<file path="config.mk">
export PLATFORM = sky130hd
export DESIGN_NAME = mean_filter_3x3_with_lower_abs_sum_core
export DESIGN_NICKNAME = d
export VERILOG_FILES = /design/src/design/mfas_pkg.sv /design/src/design/mfas_ctrl.sv /design/src/design/mfas_datapath.sv /design/src/design/mean_filter_3x3_with_lower_abs_sum_core.sv
export SDC_FILE = /design/constraint.sdc
export NUM_CORES = 2
export LEC_CHECK = 0
export BUFFER_PORTS_ARGS = -buffer_cell sky130_fd_sc_hd__buf_4
export CAP_MARGIN = 10
export CORE_MARGIN = 2
export CORE_UTILIZATION = 55
export CTS_CLUSTER_DIAMETER = 80
export CTS_CLUSTER_SIZE = 40
export DETAILED_ROUTE_END_ITERATION = 7
export PLACE_DENSITY_LB_ADDON = 0.1
export SYNTH_ARGS = -nofsm -noshare
export SYNTH_HDL_FRONTEND = slang
export SYNTH_HIERARCHICAL = 1
export SYNTH_SLANG_ARGS = --single-unit
</file>
<file path="constraint.sdc">
create_clock -name aclk -period 13.7 [get_ports aclk]
set_input_delay 0.685 -clock aclk [delete_from_list [all_inputs] [get_ports aclk]]
set_output_delay 0.685 -clock aclk [all_outputs]
set_load 0.01 [all_outputs]
</file>
<file path="src/design/mfas_pkg.sv">
// mfas_pkg: shared widths, command and status structs and the divisor
// reciprocal table for the 3x3 mean filter with lower absolute sum.
// No dependencies.
`timescale 1ns / 1ps

package mfas_pkg;

    localparam int MAX_SIZE    = 32;
    localparam int SAMPLE_W    = 16;
    localparam int IDX_W       = $clog2(MAX_SIZE);
    localparam int SIZE_W      = 6;
    localparam int ACC_W       = 24;
    localparam int SUM_W       = SAMPLE_W + 4;
    localparam int MAG_W       = SUM_W - 1;
    localparam int QMAG_W      = SAMPLE_W + 1;
    localparam int RECIP_W     = 24;
    localparam int RECIP_SHIFT = 23;
    localparam int PROD_W      = MAG_W + RECIP_W;
    localparam int NUM_BANKS   = 3;
    localparam int BANK_W      = 2;
    localparam int OUT_BITS    = SAMPLE_W + 2 * IDX_W + ACC_W;
    localparam int TDATA_W     = ((OUT_BITS + 7) / 8) * 8;
    localparam int S_TDATA_W   = ((SAMPLE_W + 7) / 8) * 8;

    localparam logic [BANK_W-1:0] BANK_0 = 2'd0;
    localparam logic [BANK_W-1:0] BANK_1 = 2'd1;
    localparam logic [BANK_W-1:0] BANK_2 = 2'd2;

    typedef struct packed {
        logic                   wr_en;
        logic [BANK_W-1:0]      wr_bank;
        logic [IDX_W-1:0]       wr_col;
        logic                   rd_en;
        logic [IDX_W-1:0]       rd_col;
        logic                   col_ok;
        logic                   first;
        logic [NUM_BANKS-1:0]   bank_mask;
        logic [1:0]             row_cnt;
        logic [1:0]             col_cnt;
        logic                   mul_en;
        logic                   emit;
        logic [IDX_W-1:0]       out_row;
        logic [IDX_W-1:0]       out_col;
        logic                   last;
        logic                   clear_acc;
    } mfas_cmd_t;

    typedef struct packed {
        logic out_free;
    } mfas_sts_t;

    // ceil(2^23 / count) for the neighbour counts that occur
    function automatic logic [RECIP_W-1:0] recip_of(input logic [1:0] rows,
                                                    input logic [1:0] cols);
        logic [3:0] cnt;
        cnt = 4'(rows) * 4'(cols);
        case (cnt)
            4'd1:    recip_of = 24'd8388608;
            4'd2:    recip_of = 24'd4194304;
            4'd3:    recip_of = 24'd2796203;
            4'd4:    recip_of = 24'd2097152;
            4'd6:    recip_of = 24'd1398102;
            4'd9:    recip_of = 24'd932068;
            default: recip_of = 24'd8388608;
        endcase
    endfunction

    function automatic logic [BANK_W-1:0] bank_inc(input logic [BANK_W-1:0] b);
        bank_inc = (b == BANK_2) ? BANK_0 : b + 2'd1;
    endfunction

    function automatic logic [BANK_W-1:0] bank_dec(input logic [BANK_W-1:0] b);
        bank_dec = (b == BANK_0) ? BANK_2 : b - 2'd1;
    endfunction

endpackage

</file>
<file path="src/design/mfas_ctrl.sv">
// mfas_ctrl: controller for the mean filter; tracks the matrix position,
// queues the results each request releases and sequences the datapath.
// Depends on mfas_pkg.
`timescale 1ns / 1ps

module mfas_ctrl (
    input  logic                      aclk,
    input  logic                      aresetn,
    input  logic                      s_tvalid,
    output logic                      s_tready,
    input  logic                      cfg_wr_en,
    input  logic [5:0]                cfg_wr_data,
    output mfas_pkg::mfas_cmd_t       cmd,
    input  mfas_pkg::mfas_sts_t       sts
);
    import mfas_pkg::*;

    typedef enum logic [5:0] {
        ST_IDLE = 6'b000001,
        ST_PICK = 6'b000010,
        ST_READ = 6'b000100,
        ST_SUM  = 6'b001000,
        ST_MULT = 6'b010000,
        ST_EMIT = 6'b100000
    } state_t;

    state_t              state_reg, state_next;
    logic [SIZE_W-1:0]   size_reg, size_next;
    logic [IDX_W-1:0]    in_row_reg, in_row_next;
    logic [IDX_W-1:0]    in_col_reg, in_col_next;
    logic [BANK_W-1:0]   in_bank_reg, in_bank_next;
    logic [IDX_W-1:0]    lat_row_reg, lat_row_next;
    logic [IDX_W-1:0]    lat_col_reg, lat_col_next;
    logic [BANK_W-1:0]   lat_bank_reg, lat_bank_next;
    logic                pend_a_reg, pend_a_next;
    logic                pend_b_reg, pend_b_next;
    logic                pend_c_reg, pend_c_next;
    logic [IDX_W-1:0]    flush_col_reg, flush_col_next;
    logic [IDX_W-1:0]    er_reg, er_next;
    logic [IDX_W-1:0]    ec_reg, ec_next;
    logic [BANK_W-1:0]   cb_reg, cb_next;
    logic                last_reg, last_next;
    logic [1:0]          step_reg, step_next;

    logic [SIZE_W-1:0]   n_eff;
    logic [IDX_W-1:0]    nm1;
    logic                accept;
    logic                has_up;
    logic                has_down;
    logic                has_left;
    logic                has_right;

    always_comb begin
        if (size_reg == '0) begin
            n_eff = SIZE_W'(1);
        end else if (size_reg > SIZE_W'(MAX_SIZE)) begin
            n_eff = SIZE_W'(MAX_SIZE);
        end else begin
            n_eff = size_reg;
        end
    end

    assign nm1       = IDX_W'(n_eff - SIZE_W'(1));
    assign s_tready  = (state_reg == ST_IDLE) && !cfg_wr_en;
    assign accept    = s_tvalid && s_tready;
    assign has_up    = (er_reg != '0);
    assign has_down  = (er_reg != nm1);
    assign has_left  = (ec_reg != '0);
    assign has_right = (ec_reg != nm1);

    always_comb begin
        state_next     = state_reg;
        size_next      = size_reg;
        in_row_next    = in_row_reg;
        in_col_next    = in_col_reg;
        in_bank_next   = in_bank_reg;
        lat_row_next   = lat_row_reg;
        lat_col_next   = lat_col_reg;
        lat_bank_next  = lat_bank_reg;
        pend_a_next    = pend_a_reg;
        pend_b_next    = pend_b_reg;
        pend_c_next    = pend_c_reg;
        flush_col_next = flush_col_reg;
        er_next        = er_reg;
        ec_next        = ec_reg;
        cb_next        = cb_reg;
        last_next      = last_reg;
        step_next      = step_reg;

        cmd           = '0;
        cmd.wr_bank   = in_bank_reg;
        cmd.wr_col    = in_col_reg;
        cmd.bank_mask = (NUM_BANKS'(1) << cb_reg)
                      | (has_up   ? (NUM_BANKS'(1) << bank_dec(cb_reg)) : '0)
                      | (has_down ? (NUM_BANKS'(1) << bank_inc(cb_reg)) : '0);
        cmd.row_cnt   = 2'd1 + 2'(has_up) + 2'(has_down);
        cmd.col_cnt   = 2'd1 + 2'(has_left) + 2'(has_right);
        cmd.out_row   = er_reg;
        cmd.out_col   = ec_reg;
        cmd.last      = last_reg;
        cmd.rd_col    = ec_reg;

        if (cfg_wr_en) begin
            size_next     = cfg_wr_data;
            in_row_next   = '0;
            in_col_next   = '0;
            in_bank_next  = BANK_0;
            cmd.clear_acc = 1'b1;
        end

        case (state_reg)
            ST_IDLE: begin
                if (accept) begin
                    cmd.wr_en      = 1'b1;
                    lat_row_next   = in_row_reg;
                    lat_col_next   = in_col_reg;
                    lat_bank_next  = in_bank_reg;
                    pend_a_next    = (in_row_reg != '0) && (in_col_reg != '0);
                    pend_b_next    = (in_row_reg != '0) && (in_col_reg == nm1);
                    pend_c_next    = (in_row_reg == nm1) && (in_col_reg == nm1);
                    flush_col_next = '0;
                    if (in_col_reg == nm1) begin
                        in_col_next = '0;
                        if (in_row_reg == nm1) begin
                            in_row_next  = '0;
                            in_bank_next = BANK_0;
                        end else begin
                            in_row_next  = in_row_reg + IDX_W'(1);
                            in_bank_next = bank_inc(in_bank_reg);
                        end
                    end else begin
                        in_col_next = in_col_reg + IDX_W'(1);
                    end
                    state_next = ST_PICK;
                end
            end
            ST_PICK: begin
                step_next  = 2'd0;
                state_next = ST_READ;
                if (pend_a_reg) begin
                    pend_a_next = 1'b0;
                    er_next     = lat_row_reg - IDX_W'(1);
                    ec_next     = lat_col_reg - IDX_W'(1);
                    cb_next     = bank_dec(lat_bank_reg);
                    last_next   = 1'b0;
                end else if (pend_b_reg) begin
                    pend_b_next = 1'b0;
                    er_next     = lat_row_reg - IDX_W'(1);
                    ec_next     = nm1;
                    cb_next     = bank_dec(lat_bank_reg);
                    last_next   = 1'b0;
                end else if (pend_c_reg) begin
                    er_next        = nm1;
                    ec_next        = flush_col_reg;
                    cb_next        = lat_bank_reg;
                    last_next      = (flush_col_reg == nm1);
                    flush_col_next = flush_col_reg + IDX_W'(1);
                    if (flush_col_reg == nm1) begin
                        pend_c_next = 1'b0;
                    end
                end else begin
                    state_next = ST_IDLE;
                end
            end
            ST_READ: begin
                cmd.rd_en = 1'b1;
                cmd.first = (step_reg == 2'd0);
                case (step_reg)
                    2'd0: begin
                        cmd.rd_col = ec_reg - IDX_W'(1);
                        cmd.col_ok = has_left;
                    end
                    2'd1: begin
                        cmd.rd_col = ec_reg;
                        cmd.col_ok = 1'b1;
                    end
                    default: begin
                        cmd.rd_col = ec_reg + IDX_W'(1);
                        cmd.col_ok = has_right;
                    end
                endcase
                if (step_reg == 2'd2) begin
                    state_next = ST_SUM;
                end else begin
                    step_next = step_reg + 2'd1;
                end
            end
            ST_SUM: begin
                state_next = ST_MULT;
            end
            ST_MULT: begin
                cmd.mul_en = 1'b1;
                state_next = ST_EMIT;
            end
            ST_EMIT: begin
                if (sts.out_free) begin
                    cmd.emit   = 1'b1;
                    state_next = ST_PICK;
                end
            end
            default: begin
                state_next = ST_IDLE;
            end
        endcase
    end

    always_ff @(posedge aclk) begin
        if (!aresetn) begin
            state_reg     <= ST_IDLE;
            size_reg      <= SIZE_W'(MAX_SIZE);
            in_row_reg    <= '0;
            in_col_reg    <= '0;
            in_bank_reg   <= BANK_0;
            pend_a_reg    <= 1'b0;
            pend_b_reg    <= 1'b0;
            pend_c_reg    <= 1'b0;
            flush_col_reg <= '0;
            step_reg      <= 2'd0;
        end else begin
            state_reg     <= state_next;
            size_reg      <= size_next;
            in_row_reg    <= in_row_next;
            in_col_reg    <= in_col_next;
            in_bank_reg   <= in_bank_next;
            pend_a_reg    <= pend_a_next;
            pend_b_reg    <= pend_b_next;
            pend_c_reg    <= pend_c_next;
            flush_col_reg <= flush_col_next;
            step_reg      <= step_next;
        end
    end

    always_ff @(posedge aclk) begin
        lat_row_reg  <= lat_row_next;
        lat_col_reg  <= lat_col_next;
        lat_bank_reg <= lat_bank_next;
        er_reg       <= er_next;
        ec_reg       <= ec_next;
        cb_reg       <= cb_next;
        last_reg     <= last_next;
    end

`ifndef SYNTHESIS
    a_idle_no_pending: assert property (@(posedge aclk) disable iff (!aresetn)
        (state_reg == ST_IDLE) |-> !(pend_a_reg || pend_b_reg || pend_c_reg))
        else $error("idle with results still queued");

    a_pos_in_range: assert property (@(posedge aclk) disable iff (!aresetn)
        (in_row_reg <= nm1) && (in_col_reg <= nm1))
        else $error("input position beyond matrix size");

    a_emit_when_free: assert property (@(posedge aclk) disable iff (!aresetn)
        cmd.emit |-> sts.out_free)
        else $error("result loaded over an untaken one");

    a_last_ends_flush: assert property (@(posedge aclk) disable iff (!aresetn)
        (cmd.emit && cmd.last) |-> !pend_a_reg && !pend_b_reg && !pend_c_reg)
        else $error("final result issued with more queued");
`endif

endmodule

</file>
<file path="src/design/mfas_datapath.sv">
// mfas_datapath: three row line stores, column accumulation, reciprocal
// divide, below-diagonal absolute sum and the output register.
// Depends on mfas_pkg.
`timescale 1ns / 1ps

module mfas_datapath (
    input  logic                           aclk,
    input  logic                           aresetn,
    input  logic [mfas_pkg::SAMPLE_W-1:0]  sample,
    input  mfas_pkg::mfas_cmd_t            cmd,
    output mfas_pkg::mfas_sts_t            sts,
    output logic                           m_tvalid,
    input  logic                           m_tready,
    output logic [mfas_pkg::TDATA_W-1:0]   m_tdata,
    output logic                           m_tlast
);
    import mfas_pkg::*;

    logic [SAMPLE_W-1:0]        rd_q [NUM_BANKS];
    logic                       pipe_vld_reg;
    logic                       pipe_first_reg;
    logic                       pipe_ok_reg;
    logic signed [SUM_W-1:0]    col_sum;
    logic signed [SUM_W-1:0]    sum_reg, sum_next;
    logic [MAG_W-1:0]           mag;
    logic [PROD_W-1:0]          prod;
    logic [QMAG_W-1:0]          qmag_reg;
    logic                       neg_reg;
    logic [QMAG_W-1:0]          q_signed;
    logic [ACC_W:0]             acc_sum;
    logic [ACC_W-1:0]           acc_sat;
    logic [ACC_W-1:0]           acc_reg, acc_next;
    logic                       m_valid_reg, m_valid_next;
    logic [SAMPLE_W-1:0]        smoothed_reg;
    logic [IDX_W-1:0]           out_row_reg;
    logic [IDX_W-1:0]           out_col_reg;
    logic                       last_reg;
    logic [ACC_W-1:0]           lower_reg;

    // one line store per row modulo three
    for (genvar b = 0; b < NUM_BANKS; b++) begin : g_bank
        logic [SAMPLE_W-1:0] mem [MAX_SIZE];

        always_ff @(posedge aclk) begin
            if (cmd.wr_en && (cmd.wr_bank == BANK_W'(b))) begin
                mem[cmd.wr_col] <= sample;
            end
            if (cmd.rd_en) begin
                rd_q[b] <= mem[cmd.rd_col];
            end
        end
    end

    always_comb begin
        col_sum = '0;
        for (int b = 0; b < NUM_BANKS; b++) begin
            if (cmd.bank_mask[b]) begin
                col_sum = col_sum + SUM_W'(signed'(rd_q[b]));
            end
        end
        sum_next = sum_reg;
        if (pipe_vld_reg) begin
            sum_next = (pipe_first_reg ? SUM_W'(0) : sum_reg)
                     + (pipe_ok_reg ? col_sum : SUM_W'(0));
        end
    end

    assign mag  = sum_reg[SUM_W-1] ? MAG_W'(-sum_reg) : MAG_W'(sum_reg);
    assign prod = PROD_W'(mag) * PROD_W'(recip_of(cmd.row_cnt, cmd.col_cnt));

    assign q_signed = neg_reg ? (~qmag_reg + QMAG_W'(1)) : qmag_reg;
    assign acc_sum  = (ACC_W + 1)'(acc_reg) + (ACC_W + 1)'(qmag_reg);
    assign acc_sat  = acc_sum[ACC_W] ? {ACC_W{1'b1}} : acc_sum[ACC_W-1:0];

    always_comb begin
        acc_next = acc_reg;
        if (cmd.clear_acc) begin
            acc_next = '0;
        end else if (cmd.emit) begin
            if (cmd.last) begin
                acc_next = '0;
            end else if (cmd.out_row > cmd.out_col) begin
                acc_next = acc_sat;
            end
        end
    end

    always_comb begin
        m_valid_next = m_valid_reg;
        if (cmd.emit) begin
            m_valid_next = 1'b1;
        end else if (m_tready) begin
            m_valid_next = 1'b0;
        end
    end

    always_ff @(posedge aclk) begin
        if (!aresetn) begin
            pipe_vld_reg <= 1'b0;
            acc_reg      <= '0;
            m_valid_reg  <= 1'b0;
        end else begin
            pipe_vld_reg <= cmd.rd_en;
            acc_reg      <= acc_next;
            m_valid_reg  <= m_valid_next;
        end
    end

    always_ff @(posedge aclk) begin
        pipe_first_reg <= cmd.first;
        pipe_ok_reg    <= cmd.col_ok;
        sum_reg        <= sum_next;
        if (cmd.mul_en) begin
            qmag_reg <= prod[RECIP_SHIFT +: QMAG_W];
            neg_reg  <= sum_reg[SUM_W-1];
        end
        if (cmd.emit) begin
            smoothed_reg <= q_signed[SAMPLE_W-1:0];
            out_row_reg  <= cmd.out_row;
            out_col_reg  <= cmd.out_col;
            last_reg     <= cmd.last;
            if (!cmd.last) begin
                lower_reg <= '0;
            end else if (cmd.out_row > cmd.out_col) begin
                lower_reg <= acc_sat;
            end else begin
                lower_reg <= acc_reg;
            end
        end
    end

    assign sts.out_free = !m_valid_reg || m_tready;
    assign m_tvalid     = m_valid_reg;
    assign m_tlast      = last_reg;
    assign m_tdata      = TDATA_W'({lower_reg, out_col_reg, out_row_reg, smoothed_reg});

endmodule

</file>
<file path="src/design/mean_filter_3x3_with_lower_abs_sum_core.sv">
// mean_filter_3x3_with_lower_abs_sum_core: top level of the 3x3 mean
// filter; joins the controller and the datapath. Depends on mfas_pkg,
// mfas_ctrl and mfas_datapath.
//
// Usage: matrix elements enter row-major on the s_ channel, one signed
// sample per request. Smoothed elements leave on the m_ channel in
// row-major order one row behind the input; m_tlast marks the final
// element, whose lower_abs_sum field holds the sum of absolute smoothed
// values below the main diagonal (zero on all other results).
// cfg_wr_en writes the matrix size (1 to 32) and restarts the matrix.
// Timing: a request is taken when the block is idle and cfg_wr_en is low;
// each result it releases then passes through select, three column reads
// of the three line stores, sum, reciprocal multiply and output load. A
// request releases 0, 1 or 2 results mid-matrix and up to n + 2 on the
// final element; the next request is not taken until all of them are
// loaded. Each line store has one read port, so the column reads go one
// column at a time.
// Reset: matrix size returns to 32, position and sum clear; line stores
// hold no reset value. A stalled m_tready holds the result in the output
// register and the block waits before loading the next one.
`timescale 1ns / 1ps

module mean_filter_3x3_with_lower_abs_sum_core (
    input  logic                            aclk,
    input  logic                            aresetn,
    input  logic                            s_tvalid,
    output logic                            s_tready,
    input  logic [mfas_pkg::S_TDATA_W-1:0]  s_tdata,   // [15:0] sample
    output logic                            m_tvalid,
    input  logic                            m_tready,
    // [15:0] smoothed, [20:16] out_row, [25:21] out_col, [49:26] lower_abs_sum
    output logic [mfas_pkg::TDATA_W-1:0]    m_tdata,
    output logic                            m_tlast,
    input  logic                            cfg_wr_en,
    input  logic [5:0]                      cfg_wr_data
);
    import mfas_pkg::*;

    mfas_cmd_t cmd;
    mfas_sts_t sts;

    mfas_ctrl u_ctrl (
        .aclk        (aclk),
        .aresetn     (aresetn),
        .s_tvalid    (s_tvalid),
        .s_tready    (s_tready),
        .cfg_wr_en   (cfg_wr_en),
        .cfg_wr_data (cfg_wr_data),
        .cmd         (cmd),
        .sts         (sts)
    );

    mfas_datapath u_datapath (
        .aclk     (aclk),
        .aresetn  (aresetn),
        .sample   (s_tdata[SAMPLE_W-1:0]),
        .cmd      (cmd),
        .sts      (sts),
        .m_tvalid (m_tvalid),
        .m_tready (m_tready),
        .m_tdata  (m_tdata),
        .m_tlast  (m_tlast)
    );

endmodule
</file>
==> run summary <==
Of the total synthesized cell area, the portion taken by XOR and XNOR cells is 0.0168. At the end of the flow, the number of nets in the layout was 5,502. In this design, the stage delay of the slowest critical-path cell is 1010 ps. The largest registers in the layout are u_datapath/g_bank.mem x1536, u_datapath/rd_q x48.

The number of violations reported at the end of detailed-routing iteration 0 is 3,817. The number of buffers inserted during clock tree synthesis is 82. The worst hold path begins at cfg_wr_data[5].

The peak ir drop on the vdd network came out at 0.000147 V. The routed length on met1 came out at 84,300 um. Buffers placed on the I/O ports in this run total 79. The worst-case register-to-register setup slack is 2260 ps. The startpoint identified for the worst register-to-register timing path is u_ctrl/size_reg[2]$_SDFFE_PN0P_. Yosys attributes the largest share of cell area to edfxtp_1 (62%), mux4_2 (13%), fa_1 (6.9%), ha_1 (3.2%), inv_1 (2.2%). In this run the critical register-to-register path is captured at u_datapath/qmag_reg[15]$_DFFE_PP_. u_datapath/g_bank.mem holds more flip-flops than any other register. Yosys mapped the design onto 87 distinct sky130hd cell types.

The critical path data required time is 14,190 ps. The synthesized-area fraction occupied by adder cells is 0.101. The relative slew slack is 0.143. The synthesized design spends more area on one cell type than any other, namely edfxtp_1. The routed length on met3 came out at 10,200 um.

The total of endpoints with negative setup slack in the final report came out at 0. The final-layout worst hold slack is 162 ps. The mux share of post-synthesis cell area is 0.141. The multi-input combinational cell area is 0.0280 mm^2. The average wire per standard cell came out at 27.5 um. The cell area power density is 125 mW/mm^2. For the worst-skew pair, the clock arrives at the later sink with an insertion delay of 760 ps. The worst min-delay path category is primary input to flop. The sum of routed wire length over all layers is 194,000 um. The startpoint class of the critical path is a flop. The count of buffers added by post-CTS timing repair for setup came out at 0. The share of Yosys cell area claimed by the top area cell type is 0.616. After synthesis, the share of flip-flops with an asynchronous set or reset is 0.

The die boundary width came out at 392 um. The number of nets with antenna violations after detailed routing is 0. The tool flagged a number of max-cap violations equal to 0.

By area, the combinational part of the netlist is dominated by multiplexers. The post-synthesis compound-gate area fraction is 0.0348. In the routed design, unresolved DRC markers number 0.

The clock tree from TritonCTS is done. The arrival time of the worst setup path came out at 11,940 ps. Counting instances in the post-synthesis netlist gives the leading cell types as edfxtp_1 (1,698), inv_1 (494), mux4_2 (480). The count of synthesis-stage warnings from yosys came out at 6. The shortest clock period the worst path allows after layout came out at 11,440 ps. The tree is rooted in a clkbuf_16. The slowest stage of the critical path is the a21oi_1 cell. The number of H-tree branching levels is 3.

Across the routed clock network, the largest skew measured is 59.6 ps. The signed area change from the synthesized netlist to the final layout is 8.22%. The number of standard cells in the final layout excluding fillers came out at 7,066. The area taken by flip-flops and latches came out at 0.0522 mm^2. The worst setup path is captured at a flop. The highest metal layer carrying signal wires in the routed design is met5. The mean instance size in the synthesized netlist is 17.0 um^2. The number of cells on the worst hold path is 3.

At the pin with the least slew margin, the transition time is 1280 ps. At the end of the flow the core is filled with cells to 0.598. The wire length on met2 is 95,800 um. The core region is 0.150 mm^2.

The critical path is of the flop to flop type. The leakage dissipation came out at 31.1 nW. The highest attainable clock frequency came out at 87.4 MHz. The total power came out at 11.2 mW. The netlist area before placement came out at 0.0827 mm^2. The number of antenna violations at the first check in global routing came to 6. The flow ran to the end, and the final reports show no timing, DRC or antenna violations. The routed via count divided by cell count came out at 6.04. The first-pass iteration count of the detailed router is 5.

The clock-pin slew on the worst setup and hold paths is 110 ps. The via count of the first global-routing pass is 43,000. In this run, placement finished with an instance count of 6,912. Counting stages on the worst path, the most repeated cell is fa_1. The routability congestion estimate from global placement is 0.936. The sequential element share of the synthesized area came out at 0.631. Dividing the final minimum period by the clock period gives 0.835. Entering global routing, the biggest net connects 111 pins. The number of I/O pins is 86.

The total die area is 0.154 mm^2. The buffer depth of the longest clock path is 3. The most frequent cell after synthesis is edfxtp_1. Setup repair after global routing left no endpoint under its margin. The initial core utilization is 0.553. The number of max-slew violations in the final report is 0. The die boundary height came out at 392 um.

The summed negative setup slack over all endpoints came out at 0 ps. The clock sink count came out at 1,760. The number of enable flip-flop cells after synthesis is 1,698. The worst register-to-register path has a depth of 32. The HPWL reported at the end of detailed placement is 128,000 um.

The number of failing hold endpoints at the final stage came to 0. The total congestion overflow came out at 0. The first-pass GRT wire length is 288,000 um. The aggregate global-route resource usage is 0.259. The number of hold buffers added after CTS is 0. The register bit total from synthesis is 1,760.

The count of fill cells added during filler insertion is 11,100. The path with the worst hold slack has its endpoint at u_ctrl/size_reg[5]$_SDFFE_PN1P_. The instance count of the mapped netlist came out at 4,864.

The most frequently used flop master after synthesis is edfxtp_1. The floorplan has 142 rows. Of the total synthesized cell area, the portion taken by AND, OR, NAND and NOR gates is 0.0436. The number of gates given a new drive strength after cts came out at 0. The register with the most flip-flops in the layout has 1,536 of them.

The top fanout value on the critical path is 12. The fraction of layout cells with a size suffix above 1 is 0.193. The detailed-route via count is 42,700.
how the worst max path moves through the flow:
stage	startpoint	endpoint	depth (start not counted)
floorplan	u_ctrl/size_reg[1]$_SDFFE_PN0P_	u_datapath/qmag_reg[15]$_DFFE_PP_	39
global route	u_ctrl/size_reg[2]$_SDFFE_PN0P_	u_datapath/qmag_reg[15]$_DFFE_PP_	32
CTS	u_ctrl/size_reg[2]$_SDFFE_PN0P_	u_datapath/qmag_reg[15]$_DFFE_PP_	32
finish	u_ctrl/size_reg[2]$_SDFFE_PN0P_	u_datapath/qmag_reg[15]$_DFFE_PP_	32
global placement	u_ctrl/size_reg[2]$_SDFFE_PN0P_	u_datapath/qmag_reg[15]$_DFFE_PP_	32
detailed placement	u_ctrl/size_reg[2]$_SDFFE_PN0P_	u_datapath/qmag_reg[15]$_DFFE_PP_	32
layout make-up:
cell class / count / share of cell area
Tap cell: 2016 / 0.0282
Clock inverter: 68 / 0.0132
Antenna cell: 3 / 0.0000839
Multi-Input combinational cell: 2426 / 0.313
Sequential cell: 1760 / 0.583
Inverter: 496 / 0.0208
Timing Repair Buffer: 214 / 0.0181
Clock buffer: 83 / 0.0230
stage by stage:
stage	area (um^2)	worst slack [ps]
2_1_floorplan	82700	4000
3_3_place_gp	86300	2440
3_5_place_dp	86300	2250
4_1_cts	89500	2190
5_1_grt	89500	1680
6_report	89500	2260
routing by layer:
| metal | vias to the layer above | global-route usage |
|---|---|---|
| met3 | 211 | 0.0299 |
| met1 | 22700 | 0.379 |
| met2 | 1233 | 0.426 |
| met4 | 2 | 0.0535 |
| met5 | - | 0 |
| li1 | 18600 | - |
critical path: cells and delay by family, from the launching register on:
| family | cells | cell delay [ps] |
|---|---|---|
| xor gates and xnor gates | 3 | 760 |
| AOI/OAI and AO/OA | 8 | 2980 |
| and+or+nand+nor | 7 | 2300 |
| DFF | 1 | 360 |
| adders and majority gates | 10 | 4510 |
| buffers and inverters | 4 | 260 |
cell families (layout without fill, tap and decap cells):
kind of cell,after synthesis,in the layout
AO/OA/AOI/OAI,435,435
flip-flops,1760,1760
buffers and inverters,683,861
XOR/XNOR,158,158
multiplexers,557,557
AND/OR/NAND/NOR,775,775
other,1,9
adder cells (fa/ha/maj),495,495
cell usage in the layout, fill, tap and decap left out, drive strengths merged, types with 7 or more instances in the layout:
| cell type | synthesis | final |
|---|---|---|
| a31oi | 27 | 27 |
| o21ai | 99 | 99 |
| xor2 | 61 | 61 |
| o31ai | 15 | 15 |
| dfxtp | 62 | 62 |
| a211o | 10 | 10 |
| mux4 | 480 | 480 |
| mux2i | 19 | 19 |
| a211oi | 26 | 26 |
| clkbuf | 137 | 83 |
| and2 | 40 | 40 |
| a21oi | 99 | 99 |
| o211ai | 11 | 11 |
| nand2b | 28 | 28 |
| and3 | 16 | 16 |
| ha | 210 | 210 |
| a21boi | 11 | 11 |
| nor3 | 34 | 34 |
| or2 | 9 | 9 |
| nand2 | 236 | 236 |
| xnor2 | 97 | 97 |
| clkinv | 1 | 33 |
| mux2 | 58 | 58 |
| or4 | 7 | 7 |
| nand4 | 12 | 12 |
| o21a | 24 | 24 |
| nor2 | 260 | 260 |
| nor4 | 8 | 8 |
| fa | 285 | 285 |
| buf | 50 | 214 |
| a21o | 43 | 43 |
| or3 | 12 | 12 |
| nor2b | 42 | 42 |
| nand3 | 45 | 45 |
| o21bai | 10 | 10 |
| edfxtp | 1698 | 1698 |
| inv | 495 | 528 |
power by group:
group	switching [mW]	total, mW	internal (mW)
clock	1.95	3.25	1.30
sequential	0.00614	5.96	5.96
combinational	1.20	1.98	0.783
total	3.16	11.2	8.04
Note: power is estimated with default switching activity, not from simulation.
